$ cat config.mk
export PLATFORM = sky130hd
export DESIGN_NAME = humidity_temperature_frame_decoder
export DESIGN_NICKNAME = d
export VERILOG_FILES = /design/src/hw/rtl/htfd_pkg.sv /design/src/hw/rtl/humidity_temperature_frame_decoder.sv
export SDC_FILE = /design/constraint.sdc
export NUM_CORES = 1
export LEC_CHECK = 0
export ABC_AREA = 1
export BUFFER_PORTS_ARGS = -buffer_cell sky130_fd_sc_hd__buf_2
export CAP_MARGIN = 40
export CORE_ASPECT_RATIO = 0.8
export CORE_MARGIN = 4
export CORE_UTILIZATION = 47
export CTS_CLUSTER_SIZE = 30
export DETAILED_ROUTE_END_ITERATION = 6
export HOLD_SLACK_MARGIN = 0.05
export PLACE_DENSITY = 0.64
export SLEW_MARGIN = 5
export SYNTH_ARGS = -nofsm -noshare
export SYNTH_HDL_FRONTEND = slang
export SYNTH_SLANG_ARGS = --single-unit
export TNS_END_PERCENT = 100
$ cat constraint.sdc
create_clock -name clk -period 7.75 [get_ports clk]
set_input_delay 0.3875 -clock clk [delete_from_list [all_inputs] [get_ports clk]]
set_output_delay 0.3875 -clock clk [all_outputs]
set_load 0.01 [all_outputs]
$ cat src/hw/rtl/htfd_pkg.sv
// Shared constants and the CRC-8 byte step for the humidity/temperature frame decoder.
`timescale 1ns / 1ps

package htfd_pkg;

	localparam int BYTE_W      = 8;
	localparam int OFFSET_W    = 12;
	localparam int TEMP_OUT_W  = 15;
	localparam int HUM_OUT_W   = 14;
	localparam int WORD_W      = 16;
	localparam int CFG_DATA_W  = 32;
	localparam int CFG_ADDR_W  = 3;

	localparam logic [BYTE_W-1:0] CRC_POLY = 8'h31;
	localparam logic [BYTE_W-1:0] CRC_INIT = 8'hFF;

	// Conversion constants, hundredths of a unit per full-scale word
	localparam int TEMP_SCALE = 17500;
	localparam int TEMP_BIAS  = 4500;
	localparam int HUM_SCALE  = 10000;

	localparam logic signed [OFFSET_W-1:0] OFFSET_RESET = 12'sd400;

	// One byte through the 0x31 polynomial, MSB first
	function automatic logic [BYTE_W-1:0] crc8_byte(
		input logic [BYTE_W-1:0] crc_in,
		input logic [BYTE_W-1:0] data
	);
		logic [BYTE_W-1:0] c;
		c = crc_in ^ data;
		for (int i = 0; i < BYTE_W; i++) begin
			if (c[BYTE_W-1]) begin
				c = {c[BYTE_W-2:0], 1'b0} ^ CRC_POLY;
			end else begin
				c = {c[BYTE_W-2:0], 1'b0};
			end
		end
		return c;
	endfunction

endpackage

$ cat src/hw/rtl/humidity_temperature_frame_decoder.sv
// Top level of the six-byte temperature/humidity measurement frame decoder.
`timescale 1ns / 1ps

// Usage
//  Input stream: one frame byte per transfer in s_axis_tdata[7:0]; s_axis_tuser
//  high marks byte 0 of a frame and realigns the byte count (partial frame dropped).
//  Frame order: temperature MSB, LSB, CRC, humidity MSB, LSB, CRC.
//  Output stream: one transfer per completed frame, carrying the converted
//  temperature and humidity in hundredths and a CRC-ok flag per word. Values are
//  delivered even when a CRC does not match; only the flag drops.
//  Config: APB register 0 at address 0, temp_offset_centi (12 bit signed),
//  subtracted from the temperature. Write only while the stream is idle.
//  Result path: the sixth byte passes the input register, then the output register,
//  which drives m_axis_tvalid; a held earlier result can stall it in between.
//  Throughput: one byte per cycle if not stalled; the CRC byte step and both
//  scaling multiplies sit in the single stage between input and output registers.
//  Stall: a held result blocks only a byte that would finish another frame;
//  other bytes keep flowing. s_axis_tready falls while the input register
//  holds such a byte and the output register is still full and not taken.
//  Reset: byte count 0, CRC 0xFF, offset 400, both registers empty.

module humidity_temperature_frame_decoder
	import htfd_pkg::*;
(
	input  logic                  clk,
	input  logic                  arst_n,
	// Input stream
	input  logic                  s_axis_tvalid,
	output logic                  s_axis_tready,
	input  logic [7:0]            s_axis_tdata,  // [7:0] data_byte
	input  logic                  s_axis_tuser,  // [0] frame_start
	// Output stream
	output logic                  m_axis_tvalid,
	input  logic                  m_axis_tready,
	// [14:0] temperature_centi, [28:15] humidity_centi, [29] temp_crc_ok,
	// [30] humidity_crc_ok, [31] zero
	output logic [31:0]           m_axis_tdata,
	// APB configuration
	input  logic                  psel,
	input  logic                  penable,
	input  logic                  pwrite,
	input  logic [CFG_ADDR_W-1:0] paddr,
	input  logic [CFG_DATA_W-1:0] pwdata,
	output logic [CFG_DATA_W-1:0] prdata,
	output logic                  pready
);

	typedef enum logic [2:0] {
		POS_T_HI  = 3'd0,
		POS_T_LO  = 3'd1,
		POS_T_CRC = 3'd2,
		POS_H_HI  = 3'd3,
		POS_H_LO  = 3'd4,
		POS_H_CRC = 3'd5
	} pos_t;

	// Config register
	logic signed [OFFSET_W-1:0] offset_q;
	logic                       reg0_sel;

	assign pready   = 1'b1;
	assign reg0_sel = (paddr[CFG_ADDR_W-1] == 1'b0);
	assign prdata   = reg0_sel ? CFG_DATA_W'(offset_q) : '0;

	always_ff @(posedge clk or negedge arst_n) begin
		if (!arst_n) begin
			offset_q <= OFFSET_RESET;
		end else if (psel && penable && pwrite && pready && reg0_sel) begin
			offset_q <= pwdata[OFFSET_W-1:0];
		end
	end

	// Input register
	logic              valid_s1;
	logic [BYTE_W-1:0] byte_s1;
	logic              start_s1;
	logic              adv;
	logic              s_take;

	// Frame state
	pos_t              pos_q;
	logic [BYTE_W-1:0] crc_q;
	logic [WORD_W-1:0] tword_q;
	logic              tok_q;
	logic [BYTE_W-1:0] hhi_q;
	logic [BYTE_W-1:0] hlo_q;

	// Output register
	logic        m_valid_q;
	logic [31:0] m_data_q;

	pos_t eff_pos;
	logic is_last;
	logic load_out;

	assign eff_pos  = (start_s1 || (pos_q > POS_H_CRC)) ? POS_T_HI : pos_q;
	assign is_last  = (eff_pos == POS_H_CRC);
	// A frame-ending byte waits while the previous result has not been taken
	assign adv      = valid_s1 && (!is_last || !m_valid_q || m_axis_tready);
	assign load_out = adv && is_last;

	assign s_axis_tready = !valid_s1 || adv;
	assign s_take        = s_axis_tvalid && s_axis_tready;

	always_ff @(posedge clk or negedge arst_n) begin
		if (!arst_n) begin
			valid_s1 <= 1'b0;
		end else if (s_take) begin
			valid_s1 <= 1'b1;
		end else if (adv) begin
			valid_s1 <= 1'b0;
		end
	end

	always_ff @(posedge clk) begin
		if (s_take) begin
			byte_s1  <= s_axis_tdata;
			start_s1 <= s_axis_tuser;
		end
	end

	// Conversion of the completed frame
	logic [30:0]                   temp_prod;
	logic [29:0]                   hum_prod;
	logic [TEMP_OUT_W-1:0]         temp_conv;
	logic [HUM_OUT_W-1:0]          hum_conv;
	logic signed [WORD_W-1:0]      temp_calc;
	logic                          hum_ok;

	assign temp_prod = 31'(tword_q) * 31'(TEMP_SCALE);
	assign hum_prod  = 30'({hhi_q, hlo_q}) * 30'(HUM_SCALE);
	assign temp_conv = temp_prod[30:16];
	assign hum_conv  = hum_prod[29:16];
	// Range stays within 15 bits signed for any offset
	assign temp_calc = $signed({1'b0, temp_conv}) - 16'(TEMP_BIAS)
	                   - {{(WORD_W-OFFSET_W){offset_q[OFFSET_W-1]}}, offset_q};
	assign hum_ok    = (crc_q == byte_s1);

	// Next-state logic
	pos_t              pos_d;
	logic [BYTE_W-1:0] crc_d;
	logic [WORD_W-1:0] tword_d;
	logic              tok_d;
	logic [BYTE_W-1:0] hhi_d;
	logic [BYTE_W-1:0] hlo_d;

	always_comb begin
		pos_d   = pos_q;
		crc_d   = crc_q;
		tword_d = tword_q;
		tok_d   = tok_q;
		hhi_d   = hhi_q;
		hlo_d   = hlo_q;
		case (eff_pos)
			POS_T_HI: begin
				crc_d   = crc8_byte(CRC_INIT, byte_s1);
				tword_d = {byte_s1, 8'h00};
				pos_d   = POS_T_LO;
			end
			POS_T_LO: begin
				crc_d   = crc8_byte(crc_q, byte_s1);
				tword_d = {tword_q[WORD_W-1:BYTE_W], byte_s1};
				pos_d   = POS_T_CRC;
			end
			POS_T_CRC: begin
				tok_d = (crc_q == byte_s1);
				crc_d = CRC_INIT;
				pos_d = POS_H_HI;
			end
			POS_H_HI: begin
				crc_d = crc8_byte(CRC_INIT, byte_s1);
				hhi_d = byte_s1;
				pos_d = POS_H_LO;
			end
			POS_H_LO: begin
				crc_d = crc8_byte(crc_q, byte_s1);
				hlo_d = byte_s1;
				pos_d = POS_H_CRC;
			end
			POS_H_CRC: begin
				crc_d = CRC_INIT;
				pos_d = POS_T_HI;
			end
			default: begin
				crc_d = CRC_INIT;
				pos_d = POS_T_HI;
			end
		endcase
	end

	always_ff @(posedge clk or negedge arst_n) begin
		if (!arst_n) begin
			pos_q   <= POS_T_HI;
			crc_q   <= CRC_INIT;
			tword_q <= '0;
			tok_q   <= 1'b0;
			hhi_q   <= '0;
			hlo_q   <= '0;
		end else if (adv) begin
			pos_q   <= pos_d;
			crc_q   <= crc_d;
			tword_q <= tword_d;
			tok_q   <= tok_d;
			hhi_q   <= hhi_d;
			hlo_q   <= hlo_d;
		end
	end

	// Result register
	always_ff @(posedge clk or negedge arst_n) begin
		if (!arst_n) begin
			m_valid_q <= 1'b0;
		end else if (load_out) begin
			m_valid_q <= 1'b1;
		end else if (m_axis_tready) begin
			m_valid_q <= 1'b0;
		end
	end

	always_ff @(posedge clk) begin
		if (load_out) begin
			m_data_q <= {1'b0, hum_ok, tok_q, hum_conv, temp_calc[TEMP_OUT_W-1:0]};
		end
	end

	assign m_axis_tvalid = m_valid_q;
	assign m_axis_tdata  = m_data_q;

	// Checks
	a_pos_range: assert property (@(posedge clk) disable iff (!arst_n)
		pos_q <= POS_H_CRC)
		else $error("byte position out of range");

	a_frame_end: assert property (@(posedge clk) disable iff (!arst_n)
		load_out |=> (m_axis_tvalid && (crc_q == CRC_INIT) && (pos_q == POS_T_HI)))
		else $error("frame end did not present result and restart CRC");

	a_stall_cause: assert property (@(posedge clk) disable iff (!arst_n)
		!s_axis_tready |-> (valid_s1 && is_last && m_valid_q && !m_axis_tready))
		else $error("input stalled without a blocked result");

	a_tcrc_restart: assert property (@(posedge clk) disable iff (!arst_n)
		(adv && (eff_pos == POS_T_CRC)) |=> (crc_q == CRC_INIT))
		else $error("CRC not restarted after temperature check byte");

endmodule

==> results of run 1 <==
-- cell families (layout without fill, tap and decap cells) --
| family | Yosys count | count (layout) | share of synthesized area [%] |
|---|---|---|---|
| adders and majority gates | 269 | 269 | 35.1 |
| DFF | 98 | 98 | 23.7 |
| xor gates and xnor gates | 51 | 51 | 3.96 |
| buffers and inverters | 307 | 379 | 11.2 |
| muxes | 1 | 1 | 0.0999 |
| other | 2 | 2 | 0.0666 |
| AOI/OAI and AO/OA | 184 | 184 | 9.28 |
| and+or+nand+nor | 444 | 444 | 16.7 |
-- cells in the final DEF (no fill, tap or decap), types with 4 or more instances in the layout --
cell and n:
a21o_1 7, a21oi_1 78, a31oi_1 5, buf_2 93
clkbuf_16 9, dfrtp_1 47, dfstp_2 11, edfxtp_1 40
fa_1 79, ha_1 190, inv_1 261, inv_2 5
nand2_1 235, nand2_2 4, nand3_1 71, nand4_1 11
nor2_1 92, nor3_1 11, nor4_1 6, o21a_1 4
o21ai_0 50, o21ai_1 19, o21bai_1 9, xnor2_1 20
xor2_1 31
-- synthesized netlist by cell type, types with 19 or more instances --
cell	n
a21oi_1	78
buf_4	23
dfrtp_1	47
edfxtp_1	40
fa_1	79
ha_1	190
inv_1	261
nand2_1	235
nand3_1	71
nor2_1	93
o21ai_0	50
o21ai_1	19
xnor2_1	20
xor2_1	31
-- final cells by class --
type / instances / area [µm²] / share of cell area, %
clock buffer: 9 / 225 / 1.84
clock inverter: 7 / 76.3 / 0.624
inverter: 267 / 1000 / 8.20
multi-input combinational: 951 / 7360 / 60.2
sequential: 98 / 2670 / 21.8
tap: 312 / 390 / 3.19
timing repair buffer: 96 / 508 / 4.16
-- through the flow --
step	instances	util, %	area, µm²	setup WS [ns]	hold WS (ns)
after floorplan	1356	-	11300	2.26	0.0919
after global placement	1722	50.5	11900	1.70	0.427
after detailed placement	1724	50.7	11900	1.55	0.433
after CTS	1740	52.0	12200	1.53	0.184
after global routing	1740	52.0	12200	1.08	0.189
final	1740	52.0	12200	1.45	0.197
-- registers in the layout, summed over array words and instances, names as in the netlist --
register	count
byte_s1	8
crc_q	8
hhi_q	8
hlo_q	8
m_axis_tdata	31
m_axis_tvalid	1
offset_q	12
pos_q	3
start_s1	1
tok_q	1
tword_q	16
valid_s1	1
-- worst max-delay path by stage --
stage                                  from                         end  slack [ns]  cells past startpoint
detailed placement  tword_q[13]$_DFFE_PN0P_  m_axis_tdata[14]$_DFFE_PP_        1.55                     29
CTS                 tword_q[13]$_DFFE_PN0P_  m_axis_tdata[14]$_DFFE_PP_        1.53                     29
floorplan           tword_q[12]$_DFFE_PN0P_  m_axis_tdata[11]$_DFFE_PP_        2.26                     25
finish              tword_q[13]$_DFFE_PN0P_  m_axis_tdata[14]$_DFFE_PP_        1.45                     29
global route        tword_q[13]$_DFFE_PN0P_  m_axis_tdata[14]$_DFFE_PP_        1.08                     29
global placement    tword_q[12]$_DFFE_PN0P_  m_axis_tdata[11]$_DFFE_PP_        1.70                     25
-- layer usage --
layer	global-route usage (%)	up-vias	share of wire [%]	wire [µm]
met3	2.62	21	4.2	1040
met5	0	-	0	0
li1	-	4478	-	-
met2	28.0	195	41	10200
met4	3.64	0	0.97	241
met1	30.2	4001	54	13400
==> key figures, run 1 <==
Worst setup path
  – Crit end category: register
  – CP Buf/Inv Count: 7
  – RR Endpoint: m_axis_tdata[14]$_DFFE_PP_
  – Worst r2r src: tword_q[13]$_DFFE_PN0P_
  – Crit-path leading delay family: adder cells
  – Crit Path Category: reg2reg
  – Crit-path max FO: 6
  – Crit path DAT: about 6.4 ns
  – Crit start category: register
  – R2r worst-path depth: 29
  – R2R Setup Slk: between 1 and 1.5 ns
  – Most frequent CP cell: inv_1
  – Crit-path max cell delay: 0.53 ns
  – Critical path required time: 7.87 ns
  – Worst path slowest cell: fa_1

Route
  – WL/cell: 14.3 µm
  – Routed Antenna Nets: 0
  – Pre-Repair DR Iteration Count: 5
  – First DRT Iteration DRCs: around 560
  – Final wirelength: roughly 25000 µm
  – Vias per cell: 5.00
  – Drt drc: 0
  – Via count: 8695

Logic synthesis
  – Synth Flop Type: dfrtp_1
  – Flops & latches, synth: 98
  – Ys Warns: 0
  – Post-synth top area share: between 20% and 30%
  – Area contributors post-synth: ha_1, fa_1, edfxtp_1
  – Mapped Cells: 1356
  – EDFF count, synth: 40
  – Synth Cell Area: roughly 0.011 mm²
  – Synthesized Nets: between 1.5k and 2k
  – Sequential share of the synthesized area: a little under a quarter
  – Largest area contributor in the netlist: ha_1
  – Synth unique cells: 48
  – Post-synth ARST share: between 50% and 60%
  – Average cell area after synthesis: 8.31 µm²

GRT
  – First-pass GRT wire length: roughly 42000 µm
  – Overall fraction of global-route tracks in use: a little under a fifth
  – Initial antenna violation count: 0
  – GR Overflow Total: 0
  – Largest net degree at the start of global routing: 59
  – Number of global-route vias before repair: ~8.4k

Timing
  – Post-Route Setup TNS: 0 ns
  – Tcrit/Tclk final: 81.3%
  – Fin crit period: 6.30 ns
  – F_max: 0.159 GHz
  – Slew headroom: 45.6%
  – Clk_skew: about 0.011 ns
  – RSZ-0062 raised after global routing: no
  – Slew Limit Fails: 0
  – Fin. Hold Viols: 0
  – Setup-failing EPs final: 0
  – Transition time at the pin with the least slew margin: 0.812 ns

Run status
  – Status: complete, no violations

Floorplanning
  – Top Ports: 118
  – Starting Density: a little under half
  – Standard-cell rows: 50
  – Die Ht: 147 µm
  – Area of the die: 0.0265 mm²
  – Die width: approximately 180 µm
  – CORE AREA: 0.0235 mm²

Clocking
  – TritonCTS clock tree: done
  – # H-tree levels: 3
  – Clock transition at path regs: 0.08 ns
  – Post_cts resized: 0
  – Clk Latency, worst-skew pair: 0.36 ns
  – Clk sinks: 98
  – Setup repair bufs after CTS: 0
  – Maximum root-to-sink buffer count: 2
  – CTS buffer count: 9
  – CTS Hold Bufs: 0
  – Root Driver: clkbuf_16

Placement
  – Count of input and output buffers: between 90 and 100
  – DP HPWL: about 21000 µm
  – Routability cong.: 0.915

Cells and area
  – Antenna cells: 0
  – Share of layout cells above drive strength 1: 10.3%
  – Nets@finish: around 1.7k
  – Layout area overhead: 8.45%
  – Fill count: 2283

Run
  – # Max-Cap Violations: 0

Min path
  – Hold crit path type: in2async
Power of run 1 is left out: the tool's default activity adds up to more than one toggle a clock period on the data nets, which glitch-free logic cannot reach.
==> run 2: changes to the inputs <==
==> constraint.sdc (replaced) <==
create_clock -name clk -period 6.2 [get_ports clk]
set_input_delay 0.31 -clock clk [delete_from_list [all_inputs] [get_ports clk]]
set_output_delay 0.31 -clock clk [all_outputs]
set_load 0.01 [all_outputs]
==> run 2 against run 1 <==
Sequential cell count unchanged. Critical path depth decreased by 2. Hold slack got worse by 0.089 ns. Register-to-register slack got worse by 1.2 ns. Final area increased by 0.93%. Largest cell class unchanged. Worst setup slack got worse by 1.2 ns. Final cell count increased by 0.40%. Clock skew increased by 0.0036 ns. Non-clock buffer count increased by 7. Sequential share of layout area decreased by 0.15 points. Global-route usage about the same. Via count increased by 0.87%.
==> key figures, run 2 (synthesized netlist as in run 1, its figures left out) <==
Run status
  – Status: complete, no violations

Clocking
  – Maximum root-to-sink buffer count: 2 (unchanged)
  – Clk sinks: 98 (unchanged)
  – TritonCTS clock tree: done
  – Root Driver: clkbuf_16
  – Clk Latency, worst-skew pair: 0.36 ns (about the same)
  – # H-tree levels: 3 (unchanged)
  – Clock transition at path regs: 0.08 ns (about the same)
  – CTS buffer count: 9 (unchanged)

Route
  – Routed Antenna Nets: 0 (unchanged)
  – Via count: 8771 (+0.87%)
  – WL met1: 13400 µm (about the same)
  – Met3 WL post-DR: 1050 µm (+0.86%)
  – Drt drc: 0 (unchanged)
  – Vias per cell: 5.02 (+0.47%)
  – Final wirelength: 24800 µm (-0.62%)
  – Pre-Repair DR Iteration Count: 5 (unchanged)
  – Met2 wire len: 10100 µm (-1.4%)
  – WL/cell: 14.2 µm (-1.0%)
  – First DRT Iteration DRCs: 664 (+19%)
  – Highest Signal Layer: met4

GRT
  – Overall fraction of global-route tracks in use: 19.1% (about the same)
  – First-pass GRT wire length: 41800 µm (-0.31%)
  – Largest net degree at the start of global routing: 59 (unchanged)
  – Initial antenna violation count: 0 (unchanged)
  – Number of global-route vias before repair: 8332 (-1.0%)
  – GR Overflow Total: 0 (unchanged)

Floorplanning
  – Die Ht: 147 µm (unchanged)
  – Die width: 181 µm (unchanged)
  – Starting Density: 47.9% (unchanged)
  – Standard-cell rows: 50 (unchanged)
  – CORE AREA: 0.0235 mm² (unchanged)
  – Area of the die: 0.0265 mm² (unchanged)
  – Top Ports: 118 (unchanged)

Worst setup path
  – Crit Path Category: reg2reg
  – Worst r2r src: tword_q[12]$_DFFE_PN0P_
  – Crit-path max FO: 6 (unchanged)
  – R2R Setup Slk: 0.27 ns (-1.18 ns)
  – R2r worst-path depth: 27 (-6.9%)
  – Critical path required time: 6.32 ns (-1.55 ns)
  – RR Endpoint: m_axis_tdata[14]$_DFFE_PP_
  – Crit end category: register
  – Worst path slowest cell: fa_1
  – Crit start category: register
  – Most frequent CP cell: inv_1
  – Crit-path max cell delay: 0.52 ns (about the same)
  – Crit path DAT: 6.05 ns (-0.37 ns)

Placement
  – DP HPWL: 21000 µm (-0.36%)
  – Routability cong.: 0.942 (+2.9%)
  – Count of input and output buffers: 93 (unchanged)
  – Area of placed instances: 0.0119 mm² (+0.22%)

Timing
  – Slew Limit Fails: 0 (unchanged)
  – F_max: 0.169 GHz (+6.3%)
  – Setup-failing EPs final: 0 (unchanged)
  – Transition time at the pin with the least slew margin: 0.791 ns (-0.0218 ns)
  – Clk_skew: 0.0141 ns (+0.00355 ns)
  – RSZ-0062 raised after global routing: yes
  – Fin. Hold Viols: 0 (unchanged)
  – Tcrit/Tclk final: 95.6% (+14 points)
  – Slew headroom: 47.3% (+1.7 points)
  – Fin crit period: 5.93 ns (-0.373 ns)

Cells and area
  – Post-Layout Inst Area: 0.0123 mm² (+0.93%)
  – Commonest non-fill, non-tap cell in the layout: inv_1
  – Fill count: 2313 (+1.3%)
  – Antenna cells: 0 (unchanged)
  – Nets@finish: 1750 (+0.40%)
  – Layout area overhead: 9.46%
  – Register area: 0.00267 mm² (+0.23%)
  – Multi-input logic area: 0.00740 mm² (+0.65%)
  – Share of layout cells above drive strength 1: 11.8% (+1.6 points)
  – Most frequent cells in the layout: inv_1, nand2_1, ha_1
  – Max reg flops: 31 (unchanged)

Run
  – # Max-Cap Violations: 0 (unchanged)

Min path
  – Hold crit path type: in2async
-- run 2: cell count changes in the layout (fill, tap and decap cells not counted), moves of 4 or more --
cell	previous run	this run
nor3_2	0	4
buf_4	1	8
dfrtp_2	0	5
nor3_1	11	7
dfrtp_1	47	42
a21oi_2	0	4
a21oi_1	78	74
-- run 2: routing by layer --
layer	GRT usage, %	up-vias
li1	-	4494
met1	30.7	4089
met2	27.6	172
met3	2.84	16
met4	2.81	0
met5	0	-
-- run 2: repair_timing --
item,4_1_cts,5_1_grt
setup buffers,0,3
hold buffers,0,0
endpoints found under the setup margin,0,5
resized for setup,0,18
-- run 2: critical path: cells and delay by family, from the launching register on --
family	cells	cell delay, ns
AO/OA/AOI/OAI	6	1.19
XOR/XNOR	1	0.13
adder cells (fa/ha/maj)	8	3.09
buffers and inverters	6	0.28
flip-flops	1	0.47
AND/OR/NAND/NOR	6	0.51
-- run 2: metrics by stage --
stage	TNS (ns)	instances	hold WS, ns	utilization [%]	setup WS (ns)
after floorplan	0	1356	0.0144	-	0.715
after global placement	0	1726	0.429	50.7	0.197
after detailed placement	0	1728	0.440	50.8	0.106
after CTS	0	1744	0.113	52.1	0.104
after global routing	-0.0229	1747	0.111	52.5	-0.0225
final	0	1747	0.108	52.5	0.270
-- run 2: area by class of cell --
type                    count  area share, %
clock buffers              10           2.03
clock inverters             6          0.507
inverters                 267           8.12
multi-input cells         951           60.0
flip-flops and latches     98           21.7
well taps                 312           3.16
repair buffers            103           4.51
-- run 2: how the worst max path moves through the flow --
| stage | slack (ns) | depth (start not counted) | startpoint | end |
|---|---|---|---|---|
| 2_1_floorplan | 0.71 | 25 | tword_q[12]$_DFFE_PN0P_ | m_axis_tdata[11]$_DFFE_PP_ |
| 3_3_place_gp | 0.20 | 25 | tword_q[12]$_DFFE_PN0P_ | m_axis_tdata[11]$_DFFE_PP_ |
| 3_5_place_dp | 0.11 | 25 | tword_q[13]$_DFFE_PN0P_ | m_axis_tdata[11]$_DFFE_PP_ |
| 4_1_cts | 0.10 | 25 | tword_q[13]$_DFFE_PN0P_ | m_axis_tdata[11]$_DFFE_PP_ |
| 5_1_grt | -0.02 | 25 | tword_q[12]$_DFFE_PN0P_ | m_axis_tdata[11]$_DFFE_PP_ |
| 6_report | 0.27 | 27 | tword_q[12]$_DFFE_PN0P_ | m_axis_tdata[14]$_DFFE_PP_ |
Power of run 2 is left out for the same reason.
==> run 3: changes to the inputs <==
--- a/config.mk
+++ b/config.mk
@@ -5,7 +5,6 @@
 export SDC_FILE = /design/constraint.sdc
 export NUM_CORES = 1
 export LEC_CHECK = 0
-export ABC_AREA = 1
 export BUFFER_PORTS_ARGS = -buffer_cell sky130_fd_sc_hd__buf_2
 export CAP_MARGIN = 40
 export CORE_ASPECT_RATIO = 0.8
==> run 3 against run 2 <==
Global-route usage down 1.3 points. Maximum frequency down 4.2%. First-iteration DRC count down 53%. Via count down 20%. Clock-buffer cell count down 1. Routed wire length down 15%. Critical endpoint is now m_axis_tdata[13]$_DFFE_PP_. Largest cell class unchanged.
==> key figures, run 3 <==
Worst setup path
  – Most frequent CP cell: fa_2
  – Worst Setup SP: tword_q[10]$_DFFE_PN0P_
  – Crit start category: register
  – Crit path DAT: 6.30 ns (+0.25 ns)
  – Worst path slowest cell: fa_2
  – Crit-path max cell delay: 0.57 ns (+0.05 ns)
  – Crit Path Category: reg2reg
  – Crit-path max FO: 3 (-3)
  – Worst-path cell chain: buf_4, ha_1, inv_1, fa_2, inv_1, ha_4, fa_2, fa_2, ha_4, a21o_1, a221o_2, a21oi_2, xnor2_2, ha_1, ha_2, fa_2, a21o_1, a21oi_2, nor2b_1, o41a_1, a41oi_2, a21oi_1, xor2_1
  – Critical path required time: 6.31 ns (about the same)
  – R2r worst-path depth: 23 (-15%)
  – Worst r2r src: tword_q[10]$_DFFE_PN0P_
  – CP endpoint: m_axis_tdata[13]$_DFFE_PP_
  – R2R Setup Slk: 0.01 ns (-0.26 ns)
  – Crit end category: register
  – RR Endpoint: m_axis_tdata[13]$_DFFE_PP_

Route
  – First DRT Iteration DRCs: 311 (-53%)
  – Vias per cell: 5.09 (+1.4%)
  – Routed Antenna Nets: 0 (unchanged)
  – Via count: 7053 (-20%)
  – Pre-Repair DR Iteration Count: 5 (unchanged)
  – Final wirelength: 21100 µm (-15%)
  – WL/cell: 15.2 µm (+7.4%)
  – Drt drc: 0 (unchanged)

Clocking
  – TritonCTS clock tree: done
  – CTS buffer count: 9 (unchanged)
  – # H-tree levels: 3 (unchanged)
  – Clk sinks: 98 (unchanged)
  – Root Driver: clkbuf_16
  – Maximum root-to-sink buffer count: 2 (unchanged)
  – Clock transition at path regs: 0.08 ns (about the same)
  – Clk Latency, worst-skew pair: 0.36 ns (about the same)

Floorplanning
  – Starting Density: 47.7% (-0.21 points)
  – Top Ports: 118 (unchanged)
  – Die Ht: 140 µm (-4.4%)
  – Standard-cell rows: 48 (-4.0%)
  – CORE AREA: 0.0215 mm² (-8.6%)
  – Area of the die: 0.0243 mm² (-8.6%)
  – Die width: 173 µm (-4.4%)

GRT
  – Number of global-route vias before repair: 7006 (-16%)
  – Overall fraction of global-route tracks in use: 17.8% (-1.3 points)
  – GR Overflow Total: 0 (unchanged)
  – Initial antenna violation count: 0 (unchanged)
  – Largest net degree at the start of global routing: 59 (unchanged)
  – First-pass GRT wire length: 35300 µm (-16%)

Logic synthesis
  – Area contributors post-synth: ha_1, fa_1, edfxtp_1
  – Flops & latches, synth: 98 (unchanged)
  – Synth Flop Type: dfrtp_1
  – Most common cell in the netlist: ha_1
  – Average cell area after synthesis: 10.6 µm² (+27%)
  – Ys Warns: 0 (unchanged)
  – Post-synth top area share: 23.2% (+2.1 points)
  – Synth top cells by count: ha_1, inv_1, fa_1
  – Post-synth ARST share: 59.2% (unchanged)
  – Largest area contributor in the netlist: ha_1
  – EDFF count, synth: 40 (unchanged)
  – Synthesized Nets: 1292 (-23%)
  – Synth Cell Area: 0.0103 mm² (-9.0%)
  – Mapped Cells: 972 (-28%)
  – Synth unique cells: 66 (+38%)
  – Sequential share of the synthesized area: 26.0% (+2.3 points)

Cells and area
  – Max reg flops: 31 (unchanged)
  – Share of layout cells above drive strength 1: 26.6% (+15 points)
  – Nets@finish: 1425 (-19%)
  – Layout area overhead: 17.4%
  – Antenna cells: 0 (unchanged)
  – Multi-input logic area: 0.00702 mm² (-5.2%)
  – Register area: 0.00267 mm² (about the same)
  – Most frequent cells in the layout: inv_1, ha_1, buf_2
  – Fill count: 1887 (-18%)
  – Commonest non-fill, non-tap cell in the layout: inv_1

Run
  – # Max-Cap Violations: 0 (unchanged)

Timing
  – Slew headroom: 40.3% (-7.0 points)
  – Fin crit period: 6.19 ns (+0.259 ns)
  – F_max: 0.162 GHz (-4.2%)
  – Slew Limit Fails: 0 (unchanged)
  – Tcrit/Tclk final: 99.8% (+4.2 points)
  – Clk_skew: 0.0116 ns (-0.00245 ns)
  – Transition time at the pin with the least slew margin: 0.894 ns (+0.103 ns)
  – RSZ-0062 raised after global routing: yes
  – Setup-failing EPs final: 0 (unchanged)
  – Fin. Hold Viols: 0 (unchanged)
  – Hold Slack: 0.0931 ns (-0.0153 ns)

Placement
  – DP HPWL: 16700 µm (-20%)
  – Count of input and output buffers: 93 (unchanged)
  – Routability cong.: 0.878 (-6.8%)

Run status
  – Status: complete, no violations

Min path
  – Hold crit path type: in2async
-- run 3: worst min path at each step --
stage / startpoint / endpoint / slack [ns]
2_1_floorplan: arst_n / hhi_q[0]$_DFFE_PN0P_ / 0.01
3_3_place_gp: tok_q$_DFFE_PN0P_ / m_axis_tdata[29]$_DFFE_PP_ / 0.44
3_5_place_dp: tok_q$_DFFE_PN0P_ / m_axis_tdata[29]$_DFFE_PP_ / 0.43
4_1_cts: s_axis_tdata[1] / byte_s1[1]$_DFFE_PP_ / 0.11
5_1_grt: s_axis_tdata[2] / byte_s1[2]$_DFFE_PP_ / 0.10
6_report: arst_n / valid_s1$_DFFE_PN0P_ / 0.09
-- run 3: kinds of logic after synthesis --
logic type | count (synthesis) | share of synthesized area (%)
and+or+nand+nor | 142 | 6.57
muxes | 29 | 3.18
xor gates and xnor gates | 77 | 7.05
DFF | 98 | 26.0
adders and majority gates | 269 | 38.6
AOI/OAI and AO/OA | 132 | 9.49
other | 2 | 0.0732
buffers and inverters | 223 | 9.04
-- run 3: area by class of cell --
cell class              instances  share of cell area [%]
flip-flops and latches         98                    22.2
multi-input cells             651                    58.3
clock buffers                   9                    1.87
clock inverters                 7                   0.779
repair buffers                161                    8.24
inverters                     184                    5.74
well taps                     275                    2.86
-- run 3: per-stage QoR --
| stage | instances | TNS [ns] | util (%) | setup WS (ns) | area, µm² |
|---|---|---|---|---|---|
| after floorplan | 972 | 0 | - | 0.0162 | 10300 |
| after global routing | 1385 | -0.605 | 56.0 | -0.193 | 12000 |
| after CTS | 1380 | 0 | 54.8 | 0.00884 | 11800 |
| after global placement | 1357 | -0.370 | 52.4 | -0.166 | 11300 |
| final | 1385 | 0 | 56.0 | 0.0111 | 12000 |
| after detailed placement | 1357 | -0.540 | 52.4 | -0.190 | 11300 |
-- run 3: metal layers --
metal	GRT usage [%]	share of wire [%]
met4	3.06	1.2
met3	3.21	4.6
met5	0	0
met1	25.7	48
met2	28.6	46
-- run 3: timing repair --
action                                  CTS  global route
resized for setup                        17            39
endpoints found under the setup margin    5             6
endpoints found under the hold margin     0             0
hold buffers                              0             0
setup buffers                             7             4
pin swaps                                11            16
-- run 3: worst max-delay path, delay by kind of cell (launching register included) --
family / cells / cell delay [ns]
AOI/OAI and AO/OA: 8 / 1.74
xor gates and xnor gates: 2 / 0.29
adders and majority gates: 9 / 3.13
buffers and inverters: 3 / 0.27
DFF: 1 / 0.44
and+or+nand+nor: 1 / 0.08
Power of run 3 is left out for the same reason.
